File: config.mk
export PLATFORM = sky130hd
export DESIGN_NAME = hid_report_key_event_diff
export DESIGN_NICKNAME = d
export VERILOG_FILES = /design/src/rtl/hrkd_pkg.sv /design/src/rtl/hrkd_evq.sv /design/src/rtl/hid_report_key_event_diff.sv
export SDC_FILE = /design/constraint.sdc
export NUM_CORES = 1
export LEC_CHECK = 0
export BUFFER_PORTS_ARGS = -buffer_cell sky130_fd_sc_hd__buf_2
export CORE_AREA = 10 10 282 284
export DETAILED_ROUTE_END_ITERATION = 8
export DIE_AREA = 0 0 292 294
export PLACE_DENSITY = 0.71
export SLEW_MARGIN = 20
export SYNTH_ARGS = -nofsm -noshare
export SYNTH_HDL_FRONTEND = slang
export SYNTH_SLANG_ARGS = --single-unit
File: constraint.sdc
create_clock -name clk_i -period 17.6 [get_ports clk_i]
set_input_delay 2.64 -clock clk_i [delete_from_list [all_inputs] [get_ports clk_i]]
set_output_delay 2.64 -clock clk_i [all_outputs]
set_load 0.05 [all_outputs]
File: src/rtl/hrkd_pkg.sv
// Shared types and constants for the HID report key event differ.
// Used by hrkd_evq and hid_report_key_event_diff. No dependencies.
package hrkd_pkg;

  localparam int KeySlots     = 6;
  localparam int KeyW         = 8;
  localparam int KeycodeSpace = 1 << KeyW;
  localparam int SlotW        = $clog2(KeySlots);
  localparam int StW          = 2;

  // Per-keycode status: bit 0 held, bit 1 seen again in this report.
  localparam logic [StW-1:0] StIdle = 2'b00;
  localparam logic [StW-1:0] StHeld = 2'b01;
  localparam logic [StW-1:0] StSeen = 2'b10;

  localparam int MaxEvents = 2 * KeySlots;

  // Event queue; the depth must stay a power of two (pointers wrap freely).
  localparam int EvqDepth = 16;
  localparam int EvqPtrW  = $clog2(EvqDepth);
  localparam int EvqCntW  = EvqPtrW + 1;

  typedef struct packed {
    logic [KeyW-1:0] keycode;
    logic [KeyW-1:0] modifiers;
    logic            is_press;
    logic            last;
  } event_t;

endpackage

File: src/rtl/hrkd_evq.sv
// Event queue: small register FIFO between the status engine and the output port.
// Depends on hrkd_pkg.
module hrkd_evq (
  input  logic                          clk_i,
  input  logic                          rst_ni,
  input  logic                          push_i,
  input  hrkd_pkg::event_t              push_ev_i,
  output logic [hrkd_pkg::EvqCntW-1:0]  cnt_o,
  output logic                          out_valid_o,
  input  logic                          out_ready_i,
  output hrkd_pkg::event_t              out_ev_o
);

  hrkd_pkg::event_t                 evq_mem [hrkd_pkg::EvqDepth];
  logic [hrkd_pkg::EvqPtrW-1:0]     wr_ptr_q, wr_ptr_d;
  logic [hrkd_pkg::EvqPtrW-1:0]     rd_ptr_q, rd_ptr_d;
  logic [hrkd_pkg::EvqCntW-1:0]     cnt_q, cnt_d;
  logic                             pop;

  assign out_valid_o = (cnt_q != '0);
  assign out_ev_o    = evq_mem[rd_ptr_q];
  assign pop         = out_valid_o && out_ready_i;
  assign cnt_o       = cnt_q;

  always_comb begin
    wr_ptr_d = wr_ptr_q + hrkd_pkg::EvqPtrW'(push_i);
    rd_ptr_d = rd_ptr_q + hrkd_pkg::EvqPtrW'(pop);
    cnt_d    = cnt_q + hrkd_pkg::EvqCntW'(push_i) - hrkd_pkg::EvqCntW'(pop);
  end

  always_ff @(posedge clk_i or negedge rst_ni) begin
    if (!rst_ni) begin
      wr_ptr_q <= '0;
      rd_ptr_q <= '0;
      cnt_q    <= '0;
    end else begin
      wr_ptr_q <= wr_ptr_d;
      rd_ptr_q <= rd_ptr_d;
      cnt_q    <= cnt_d;
    end
  end

  always_ff @(posedge clk_i) begin
    if (push_i) begin
      evq_mem[wr_ptr_q] <= push_ev_i;
    end
  end

  a_no_overflow: assert property (@(posedge clk_i) disable iff (!rst_ni)
    push_i |-> (cnt_q != hrkd_pkg::EvqCntW'(hrkd_pkg::EvqDepth)))
    else $error("event queue overflow");

  a_cnt_matches_ptrs: assert property (@(posedge clk_i) disable iff (!rst_ni)
    cnt_q[hrkd_pkg::EvqPtrW-1:0] == hrkd_pkg::EvqPtrW'(wr_ptr_q - rd_ptr_q))
    else $error("event queue count out of step with pointers");

endmodule

File: src/rtl/hid_report_key_event_diff.sv
// Boot keyboard report to key press/release events.
// Sequence: the accept cycle, then three passes of six slots
//   (press, release, unmark) at one read-modify-write of the status memory per cycle,
//   then a flush state for the pending word. A report is taken only in idle, with queue
//   room for all its words; the single status memory port sets this pace.
// Reset: a sweep over all 256 status memory entries clears them; no report is accepted meanwhile.
// Depends on hrkd_pkg and hrkd_evq.
module hid_report_key_event_diff (
  input  logic       clk_i,
  input  logic       rst_ni,
  input  logic       in_valid_i,
  output logic       in_ready_o,
  input  logic [7:0] modifier_byte_i,
  input  logic [7:0] key_slot_0_i,
  input  logic [7:0] key_slot_1_i,
  input  logic [7:0] key_slot_2_i,
  input  logic [7:0] key_slot_3_i,
  input  logic [7:0] key_slot_4_i,
  input  logic [7:0] key_slot_5_i,
  output logic       out_valid_o,
  input  logic       out_ready_i,
  output logic [7:0] event_keycode_o,
  output logic [7:0] event_modifiers_o,
  output logic       is_press_o,
  output logic       last_event_o
);

  localparam int KeyW  = hrkd_pkg::KeyW;
  localparam int SlotW = hrkd_pkg::SlotW;
  localparam int StW   = hrkd_pkg::StW;

  typedef enum logic [5:0] {
    ST_CLEAR   = 6'b000001,
    ST_IDLE    = 6'b000010,
    ST_PRESS   = 6'b000100,
    ST_RELEASE = 6'b001000,
    ST_UNMARK  = 6'b010000,
    ST_FLUSH   = 6'b100000
  } state_e;

  // What the second stage does with the status it read.
  typedef enum logic [1:0] {
    OP_PRESS   = 2'd0,
    OP_RELEASE = 2'd1,
    OP_UNMARK  = 2'd2
  } op_e;

  state_e                 state_q, state_d;
  logic [SlotW-1:0]       slot_q, slot_d;
  logic [KeyW-1:0]        clr_addr_q, clr_addr_d;
  logic                   last_slot;
  logic                   accept;

  // Report being worked on and the one before it.
  logic [KeyW-1:0]        in_keys [hrkd_pkg::KeySlots];
  logic [KeyW-1:0]        cur_keys_q [hrkd_pkg::KeySlots];
  logic [KeyW-1:0]        cur_mods_q;
  logic [KeyW-1:0]        prev_keys_q [hrkd_pkg::KeySlots];
  logic [KeyW-1:0]        prev_mods_q;

  // Stage 1: address the status memory.
  logic                   issue;
  logic [KeyW-1:0]        rd_code;

  // Stage 2: modify and write back.
  logic                   s2_vld_q, s2_vld_d;
  op_e                    s2_op_q, s2_op_d;
  logic [KeyW-1:0]        s2_code_q;

  // Status memory and the bypass of the write made at the read's own edge.
  logic [StW-1:0]         status_mem [hrkd_pkg::KeycodeSpace];
  logic [StW-1:0]         rd_data_q;
  logic                   mem_we;
  logic [KeyW-1:0]        mem_wa;
  logic [StW-1:0]         mem_wd;
  logic                   fwd_vld_q;
  logic [KeyW-1:0]        fwd_addr_q;
  logic [StW-1:0]         fwd_data_q;
  logic [StW-1:0]         cur_st;

  // Newest event is held back until the next one, or the end, tells whether it is last.
  logic                   ev_vld;
  hrkd_pkg::event_t       ev;
  logic                   pend_vld_q, pend_vld_d;
  hrkd_pkg::event_t       pend_q, pend_d;
  logic                   push_vld;
  hrkd_pkg::event_t       push_ev;
  hrkd_pkg::event_t       out_ev;
  logic [hrkd_pkg::EvqCntW-1:0] evq_cnt;

  assign in_keys[0] = key_slot_0_i;
  assign in_keys[1] = key_slot_1_i;
  assign in_keys[2] = key_slot_2_i;
  assign in_keys[3] = key_slot_3_i;
  assign in_keys[4] = key_slot_4_i;
  assign in_keys[5] = key_slot_5_i;

  // Take a report only when the queue has room for every word it can cause.
  assign in_ready_o = (state_q == ST_IDLE) &&
                      (evq_cnt <= hrkd_pkg::EvqCntW'(hrkd_pkg::EvqDepth - hrkd_pkg::MaxEvents));
  assign accept     = in_valid_i && in_ready_o;
  assign last_slot  = (slot_q == SlotW'(hrkd_pkg::KeySlots - 1));

  // ---------------------------------------------------------------- sequencer
  always_comb begin
    state_d    = state_q;
    slot_d     = slot_q;
    clr_addr_d = clr_addr_q;
    unique case (state_q)
      ST_CLEAR: begin
        clr_addr_d = clr_addr_q + 1'b1;
        if (clr_addr_q == KeyW'(hrkd_pkg::KeycodeSpace - 1)) begin
          state_d = ST_IDLE;
        end
      end
      ST_IDLE: begin
        slot_d = '0;
        if (accept) begin
          state_d = ST_PRESS;
        end
      end
      ST_PRESS, ST_RELEASE, ST_UNMARK: begin
        slot_d = slot_q + 1'b1;
        if (last_slot) begin
          slot_d = '0;
          if (state_q == ST_PRESS) begin
            state_d = ST_RELEASE;
          end else if (state_q == ST_RELEASE) begin
            state_d = ST_UNMARK;
          end else begin
            state_d = ST_FLUSH;
          end
        end
      end
      ST_FLUSH: begin
        state_d = ST_IDLE;
      end
      default: begin
        state_d = ST_IDLE;
      end
    endcase
  end

  // ---------------------------------------------------------------- stage 1
  // Release pass walks the previous report; the other two walk the current one.
  always_comb begin
    issue    = (state_q == ST_PRESS) || (state_q == ST_RELEASE) || (state_q == ST_UNMARK);
    rd_code  = (state_q == ST_RELEASE) ? prev_keys_q[slot_q] : cur_keys_q[slot_q];
    s2_vld_d = issue && (rd_code != '0);
    if (state_q == ST_PRESS) begin
      s2_op_d = OP_PRESS;
    end else if (state_q == ST_RELEASE) begin
      s2_op_d = OP_RELEASE;
    end else begin
      s2_op_d = OP_UNMARK;
    end
  end

  // ---------------------------------------------------------------- stage 2
  always_comb begin
    // The memory returns the old value when the previous write hit the same entry.
    cur_st = (fwd_vld_q && (fwd_addr_q == s2_code_q)) ? fwd_data_q : rd_data_q;

    mem_we = 1'b0;
    mem_wa = s2_code_q;
    mem_wd = cur_st;
    ev_vld = 1'b0;
    ev     = '{keycode: s2_code_q, modifiers: cur_mods_q, is_press: 1'b1, last: 1'b0};

    if (state_q == ST_CLEAR) begin
      mem_we = 1'b1;
      mem_wa = clr_addr_q;
      mem_wd = hrkd_pkg::StIdle;
    end else if (s2_vld_q) begin
      case (s2_op_q)
        OP_PRESS: begin
          mem_we = 1'b1;
          if (cur_st == hrkd_pkg::StIdle) begin
            mem_wd = hrkd_pkg::StHeld;
            ev_vld = 1'b1;
          end else begin
            mem_wd = cur_st | hrkd_pkg::StSeen;
          end
        end
        OP_RELEASE: begin
          // Held and not seen again: drop it.
          if (cur_st == hrkd_pkg::StHeld) begin
            mem_we       = 1'b1;
            mem_wd       = hrkd_pkg::StIdle;
            ev_vld       = 1'b1;
            ev.modifiers = prev_mods_q;
            ev.is_press  = 1'b0;
          end
        end
        OP_UNMARK: begin
          mem_we = 1'b1;
          mem_wd = cur_st & hrkd_pkg::StHeld;
        end
        default: begin
          mem_we = 1'b0;
        end
      endcase
    end
  end

  // Hold back the newest event; push the older one, or flag the held one last.
  always_comb begin
    push_vld   = 1'b0;
    push_ev    = pend_q;
    pend_d     = pend_q;
    pend_vld_d = pend_vld_q;
    if (ev_vld) begin
      push_vld   = pend_vld_q;
      pend_d     = ev;
      pend_vld_d = 1'b1;
    end else if ((state_q == ST_FLUSH) && pend_vld_q) begin
      push_vld     = 1'b1;
      push_ev.last = 1'b1;
      pend_vld_d   = 1'b0;
    end
  end

  // ---------------------------------------------------------------- registers
  always_ff @(posedge clk_i or negedge rst_ni) begin
    if (!rst_ni) begin
      state_q     <= ST_CLEAR;
      slot_q      <= '0;
      clr_addr_q  <= '0;
      s2_vld_q    <= 1'b0;
      fwd_vld_q   <= 1'b0;
      pend_vld_q  <= 1'b0;
      prev_mods_q <= '0;
      for (int i = 0; i < hrkd_pkg::KeySlots; i++) begin
        prev_keys_q[i] <= '0;
      end
    end else begin
      state_q    <= state_d;
      slot_q     <= slot_d;
      clr_addr_q <= clr_addr_d;
      s2_vld_q   <= s2_vld_d;
      fwd_vld_q  <= mem_we;
      pend_vld_q <= pend_vld_d;
      // Advance the previous report once all passes are done.
      if (state_q == ST_FLUSH) begin
        prev_mods_q <= cur_mods_q;
        for (int i = 0; i < hrkd_pkg::KeySlots; i++) begin
          prev_keys_q[i] <= cur_keys_q[i];
        end
      end
    end
  end

  always_ff @(posedge clk_i) begin
    s2_op_q    <= s2_op_d;
    s2_code_q  <= rd_code;
    fwd_addr_q <= mem_wa;
    fwd_data_q <= mem_wd;
    pend_q     <= pend_d;
    if (accept) begin
      cur_mods_q <= modifier_byte_i;
      for (int i = 0; i < hrkd_pkg::KeySlots; i++) begin
        cur_keys_q[i] <= in_keys[i];
      end
    end
  end

  // Status memory with a registered read, read-before-write on a shared entry.
  always_ff @(posedge clk_i) begin
    if (mem_we) begin
      status_mem[mem_wa] <= mem_wd;
    end
    rd_data_q <= status_mem[rd_code];
  end

  // ---------------------------------------------------------------- output
  hrkd_evq u_evq (
    .clk_i       (clk_i),
    .rst_ni      (rst_ni),
    .push_i      (push_vld),
    .push_ev_i   (push_ev),
    .cnt_o       (evq_cnt),
    .out_valid_o (out_valid_o),
    .out_ready_i (out_ready_i),
    .out_ev_o    (out_ev)
  );

  assign event_keycode_o   = out_ev.keycode;
  assign event_modifiers_o = out_ev.modifiers;
  assign is_press_o        = out_ev.is_press;
  assign last_event_o      = out_ev.last;

  // ---------------------------------------------------------------- checks
  a_accept_starts_press: assert property (@(posedge clk_i) disable iff (!rst_ni)
    accept |=> (state_q == ST_PRESS) && (slot_q == '0))
    else $error("accepted report did not start the press pass");

  a_idle_is_drained: assert property (@(posedge clk_i) disable iff (!rst_ni)
    (state_q == ST_IDLE) |-> (!pend_vld_q && !s2_vld_q))
    else $error("work left in flight while idle");

  a_press_leaves_held: assert property (@(posedge clk_i) disable iff (!rst_ni)
    (s2_vld_q && (s2_op_q == OP_PRESS)) |-> (mem_we && (mem_wd != hrkd_pkg::StIdle)))
    else $error("press pass left a key idle");

endmodule
Yosys cells after proc, flatten, opt, wreduce, memory -nomap -nowiden --
Memories as Yosys holds them, arrays and structs flattened. A register that Yosys moved wholly into a read port is not among the register bits. Cells that the tools add are included. W data, S select, Z words.
Word-level totals: memories 3, flip-flop bits (word level) 86, word-level logic and storage cells 114, output and inout bits 20, bits in writable memories 848
Operators by class: reductions and logical operators 24, bitwise logic cells 3, eq/ne operators 15, $lt $le $gt $ge 2, mux-type cells 43, add/sub/neg operators 6
Memories:
- status_mem | depth 256, bits a word 2, read ports 1, clocked after memory_dff 1, write ports 1, line hid_report_key_event_diff.sv:71 | logic [StW-1:0] status_mem [hrkd_pkg::KeycodeSpace];
- u_evq.evq_mem | depth 16, bits a word 18, read ports 1, clocked after memory_dff 0, write ports 1, line hrkd_evq.sv:14 | hrkd_pkg::event_t evq_mem [hrkd_pkg::EvqDepth];
- cur_keys_q | depth 6, bits a word 8, read ports 7, clocked after memory_dff 6, write ports 6, line hid_report_key_event_diff.sv:56 | logic [KeyW-1:0] cur_keys_q [hrkd_pkg::KeySlots];
Operators with widths (count):
- $mux W9 | 4
- $mux W8 | 4
- $mux W6 | 5
- $bmux W8 S3 | 1
- $pmux W6 S3 | 1
- $mux W1 | 17
- $mux W2 | 6
- $add A4 B1 Y4 | 2
- $add A8 B1 Y8 const B | 1
- $eq A8 B8 Y1 | 1
- $eq A8 B8 Y1 const B | 1
- $reduce_bool A8 Y1 | 1
- $eq A6 B1 Y1 const B | 1
- $eq A6 B2 Y1 const B | 1
- $eq A6 B3 Y1 const B | 1
- $eq A6 B4 Y1 const B | 1
- $eq A6 B5 Y1 const B | 1
- $eq A6 B6 Y1 const B | 1
- $logic_and A1 B1 Y1 | 6
- $logic_not A1 Y1 | 6
- $ne A2 B2 Y1 const B | 3
- $pmux W2 S3 | 1
- $pmux W3 S2 | 1
- $reduce_or A3 Y1 | 2
- 18 further kinds | 24

Longest topological paths before layout --
depth in word-level cells 11, mapped depth 17, depth with buffers taken out 14

By module --
A second synthesis with hierarchy kept.
Unflattened totals: cells, all modules 2767, area, all modules 40690.3 sq um
By module, submodules not included:
- hid_report_key_event_diff | sequential area each 19910.3 sq um, area each 28716.3 sq um, instances 1, cells each 2175
- hrkd_evq | sequential area each 8973.6 sq um, area each 11974.0 sq um, instances 1, cells each 592

Least setup slack after synthesis --
Ideal clock, no wire load.
path type reg2reg, start reg s2_code_q[6], end mem status_mem[0][1] (data pin), arrival 11.864 ns, clock period less this slack 14.183 ns, path slack 3.417 ns, stages on the path, launching flop included 7, setup time 2.318 ns, path through dfxtp_1 > xnor2_1 > nand3_1 > nor3_1 > mux2i_1 > nand2b_1 > a221oi_1
On the way: longest elaborated chain between the ends 8, elaborated cells on any way between the ends 10, those cells by class eq/ne (2); mux (6); reduce/logical (2)
RTL lines:
- from (decl) | line hid_report_key_event_diff.sv:68 | logic [KeyW-1:0] s2_code_q;
- from (signal assigned) | line hid_report_key_event_diff.sv:255 | s2_code_q <= rd_code;
- $eq A8 B8 Y1 (*) | line hid_report_key_event_diff.sv:162 | cur_st = (fwd_vld_q && (fwd_addr_q == s2_code_q)) ? fwd_data_q : rd_data_q;
- $logic_and A1 B1 Y1 (*) | line hid_report_key_event_diff.sv:162
- $mux W2 (*) | line hid_report_key_event_diff.sv:162
- $eq A2 B1 Y1 or $logic_not A2 Y1 (tied branches) | line hid_report_key_event_diff.sv:187, hid_report_key_event_diff.sv:178
- $mux W2, on equally long branches | line hid_report_key_event_diff.sv:187, hid_report_key_event_diff.sv:178
- $pmux W2 S3 | line hid_report_key_event_diff.sv:175 | case (s2_op_q)
- $mux W2 (*) | line hid_report_key_event_diff.sv:174 | end else if (s2_vld_q) begin
- $mux W2 (*) | line hid_report_key_event_diff.sv:170 | if (state_q == ST_CLEAR) begin
- via mem_wd[1] | line hid_report_key_event_diff.sv:75 | logic [StW-1:0] mem_wd;
- to (decl) | line hid_report_key_event_diff.sv:71
Mark *: on every way through the listed nets, which the timed path passes. The rest lies on a longest branch.

Worst setup path in the final report --
start reg u_evq.rd_ptr_q[0] in the netlist's numbering, end out is_press_o
On the way: longest elaborated chain between the ends 1
RTL lines:
- from (decl) | line hrkd_evq.sv:16 | logic [hrkd_pkg::EvqPtrW-1:0] rd_ptr_q, rd_ptr_d;
- from (signal assigned) | line hrkd_evq.sv:38 | rd_ptr_q <= rd_ptr_d;
- $mem_v2 Z16 W18
- to (decl) | line hid_report_key_event_diff.sv:24 | output logic is_press_o,
No other way between the ends.

==> impl_metrics.yaml <==
status:
  outcome: "complete, no violations"
finish:
  seqCellArea_um2: 28900
  nets: 2938
  area_growth_pct: 11.4
  n_fill_cell: 5433
  num_antenna_cells: 0
  drive_above_1_share_pct: 15.7
  multi_input_area_um2: 10500
  fin_util_pct: 60.4
worst_setup_path:
  end_kind: "output pin"
  max_stage_delay_ns: 0.70
  regToRegSetupSlack_ns: 12.09
  r2r-start: "slot_q[1]"
  worst-r2r-cell-count: 13
  crit_fanout: 54
  path_class: "flop to output pin"
  worstSetupStartpoint: "u_evq.rd_ptr_q[0]"
  slowest_stage: "dfrtp_4"
  crit_arrival_ns: 3.40
  cp.depth: 4
  crit_required_ns: 14.96
  path_cells: "buf_6 -> mux4_2 -> mux4_2 -> buf_2"
  crit_family: "multiplexers"
  reg2reg_to: "rd_data_q[1]"
  crit_top_cell: "mux4_2"
  crit_buf_inv: 2
  cp-start-kind: "flop"
  crit_end: "is_press_o"
yosys:
  synthTopCellsByArea: "edfxtp_1, mux4_2, dfrtp_1"
  synth_top_area_share_pct: 65.4
  synthArstFlopShare_pct: 9.04
  yosysWarnings: 0
  netlist_instances: 2786
  synth_area_leader_cell: "edfxtp_1"
  ys_seq_area_share_pct: 72.0
  synth_edf_count: 873
  post-synth-top-count-cell: "edfxtp_1"
  netlist_area_um2: 40100
  ys_types: 79
  yosys-top-cells-count: "edfxtp_1, nand2_1, nor2_1"
  syn-num-nets: 2860
  synth_flop_cell: "edfxtp_1"
  avgSynthCellArea_um2: 14.4
  ys_ff_latch: 984
grt:
  grt_pass1_vias: 24393
  grt_pass1_wl_um: 152000
  gr-total-overflow: 0
  grt_max_degree: 258
  antenna_found_initial: 2
  gr-usage-all-layers_pct: 23.3
power:
  netSwitchingPower_mw: 2.43
  switching_share_pct: 34.4
  internal_power_mw: 4.64
  clkPwrFrac_pct: 28.4
  comb_power_share_pct: 30.5
  seqPwrFrac_pct: 41.1
  power_density_nw_per_um2: 158
  ir_worst_vdd_v: 0.000178
  p_leak_nw: 15.5
drt:
  firstDrtPassIters: 7
  drc: 0
  totalWireLength_um: 101000
  vias_per_cell: 6.26
  wl_per_cell_um: 25.9
  num_vias: 24501
  ant_nets: 0
  drtIter0Drc: 3172
cts:
  cts_resized: 0
  post_cts_buffers: 0
  htree_levels: 3
  ctsLongestPathBuffers: 3
  cts_buffers: 96
  hold_buffers: 0
  path_clk_slew_ns: 0.06
  clk_latency_ns: 0.66
  clkSinkCount: 984
  cts_root_buf: "clkbuf_16"
  cts_tree: "built"
placement:
  hpwl_um: 60300
  gp_congestion: 0.946
  io_buffers: 79
sta:
  hold_viol_final: 0
  timing.setup.tns_ns: 0
  fmax_mhz: 166
  setup_violations: 0
  worst_pin_slew_ns: 1.17
  rsz0062_at_grt: "false"
  skew_ns: 0.0316
  min_period_ns: 6.04
  min_period_over_period_pct: 34.3
  maxSlewViolCount: 0
  relSlewSlack_pct: 22.0
floorplanning:
  rows: 100
  die-area_um2: 85800
  die_x_um: 292
  core_um2: 73900
  initial_core_util_pct: 54.2
  io_pins: 80
  die_h_um: 294
min_path:
  hp-class: "flop to flop"
flow_run:
  drv_cap: 0
registers in the layout, indices dropped and copies added, names as in the netlist, 8 cells and up:
register,count
fwd_addr_q,8
prev_keys_q,48
cur_keys_q,48
prev_mods_q,8
s2_code_q,8
cur_mods_q,8
status_mem,512
pend_q,17
u_evq.evq_mem,288
clr_addr_q,8
layout make-up:
type | count | share of cell area [%]
well taps | 969 | 2.72
inverters | 30 | 0.269
multi-input cells | 1614 | 23.4
repair buffers | 138 | 2.03
clock inverters | 49 | 0.877
flip-flops and latches | 984 | 64.7
clock buffers | 127 | 6.01
cell usage in the layout (no fill, tap or decap), drive strengths merged, types with 41 or more instances in the layout:
cell type and instances:
clkbuf 127, dfrtp 88, edfxtp 873, a31oi 50, buf 138, mux4 107
nand3 128, mux2i 80, nor2 328, a21oi 41, nand2 547
stage by stage:
step | hold WS [ns] | power (mW) | setup WS (ns) | cell area, um2 | std cells
finish | 0.471 | 7.07 | 11.56 | 44700 | 3911
global route | 0.481 | 7.31 | 11.34 | 44700 | 3911
CTS | 0.468 | 7.05 | 11.18 | 44600 | 3909
detailed placement | 0.458 | 5.06 | 11.90 | 41500 | 3733
global placement | 0.447 | 5.02 | 11.96 | 41500 | 3733
floorplan | 0.435 | 4.49 | 3.42 | 40100 | 2786
per-layer routing:
metal	routed length [um]	share of wire [%]	vias to the layer above	GRT usage (%)
li1	-	-	10556	-
met5	0	0	-	0
met3	9310	9.2	260	3.85
met2	50000	49	1337	39.1
met4	4240	4.2	0	9.52
met1	37900	37	12348	30.1
kinds of logic after synthesis:
group	after synthesis	synth area share (%)
multiplexers	204	8.48
AND/OR/NAND/NOR	1115	11.7
adder cells (fa/ha/maj)	14	0.456
flip-flops	984	72.0
AO/OA/AOI/OAI	258	4.64
XOR/XNOR	23	0.502
buffers and inverters	188	2.18
power by group through the flow:
stage / clock network, mW / registers [mW] / logic, mW
global route: 2.12 / 2.91 / 2.28
finish: 2.01 / 2.90 / 2.16
floorplan: 0 / 3.01 / 1.47
global placement: 0 / 2.95 / 2.07
CTS: 2.03 / 2.90 / 2.12
detailed placement: 0 / 2.95 / 2.11
worst register-to-register path, cell delays in order (launching register included):
cell and delay, ns:
dfrtp_1 1.03, mux4_2 0.44, a22o_2 0.36, nor2_4 0.12, buf_12 0.49, inv_6 0.48
buf_4 0.58, nor2_1 0.47, buf_4 0.29, nand3_1 0.09, a41oi_1 0.21, o21ai_0 0.16
a211oi_1 0.52, o32ai_2 0.14
worst min-delay path by stage:
stage | depth (start not counted) | end | start | slack [ns]
after floorplan | 2 | prev_keys_q[4] | cur_keys_q[5][4] | 0.43
after global placement | 2 | prev_mods_q[2] | cur_mods_q[2] | 0.45
after detailed placement | 2 | prev_mods_q[6] | cur_mods_q[6] | 0.46
after CTS | 2 | prev_keys_q[43] | cur_keys_q[0][3] | 0.47
after global routing | 2 | prev_keys_q[43] | cur_keys_q[0][3] | 0.48
final | 2 | prev_keys_q[43] | cur_keys_q[0][3] | 0.47
(Power assumes the default switching activity.)
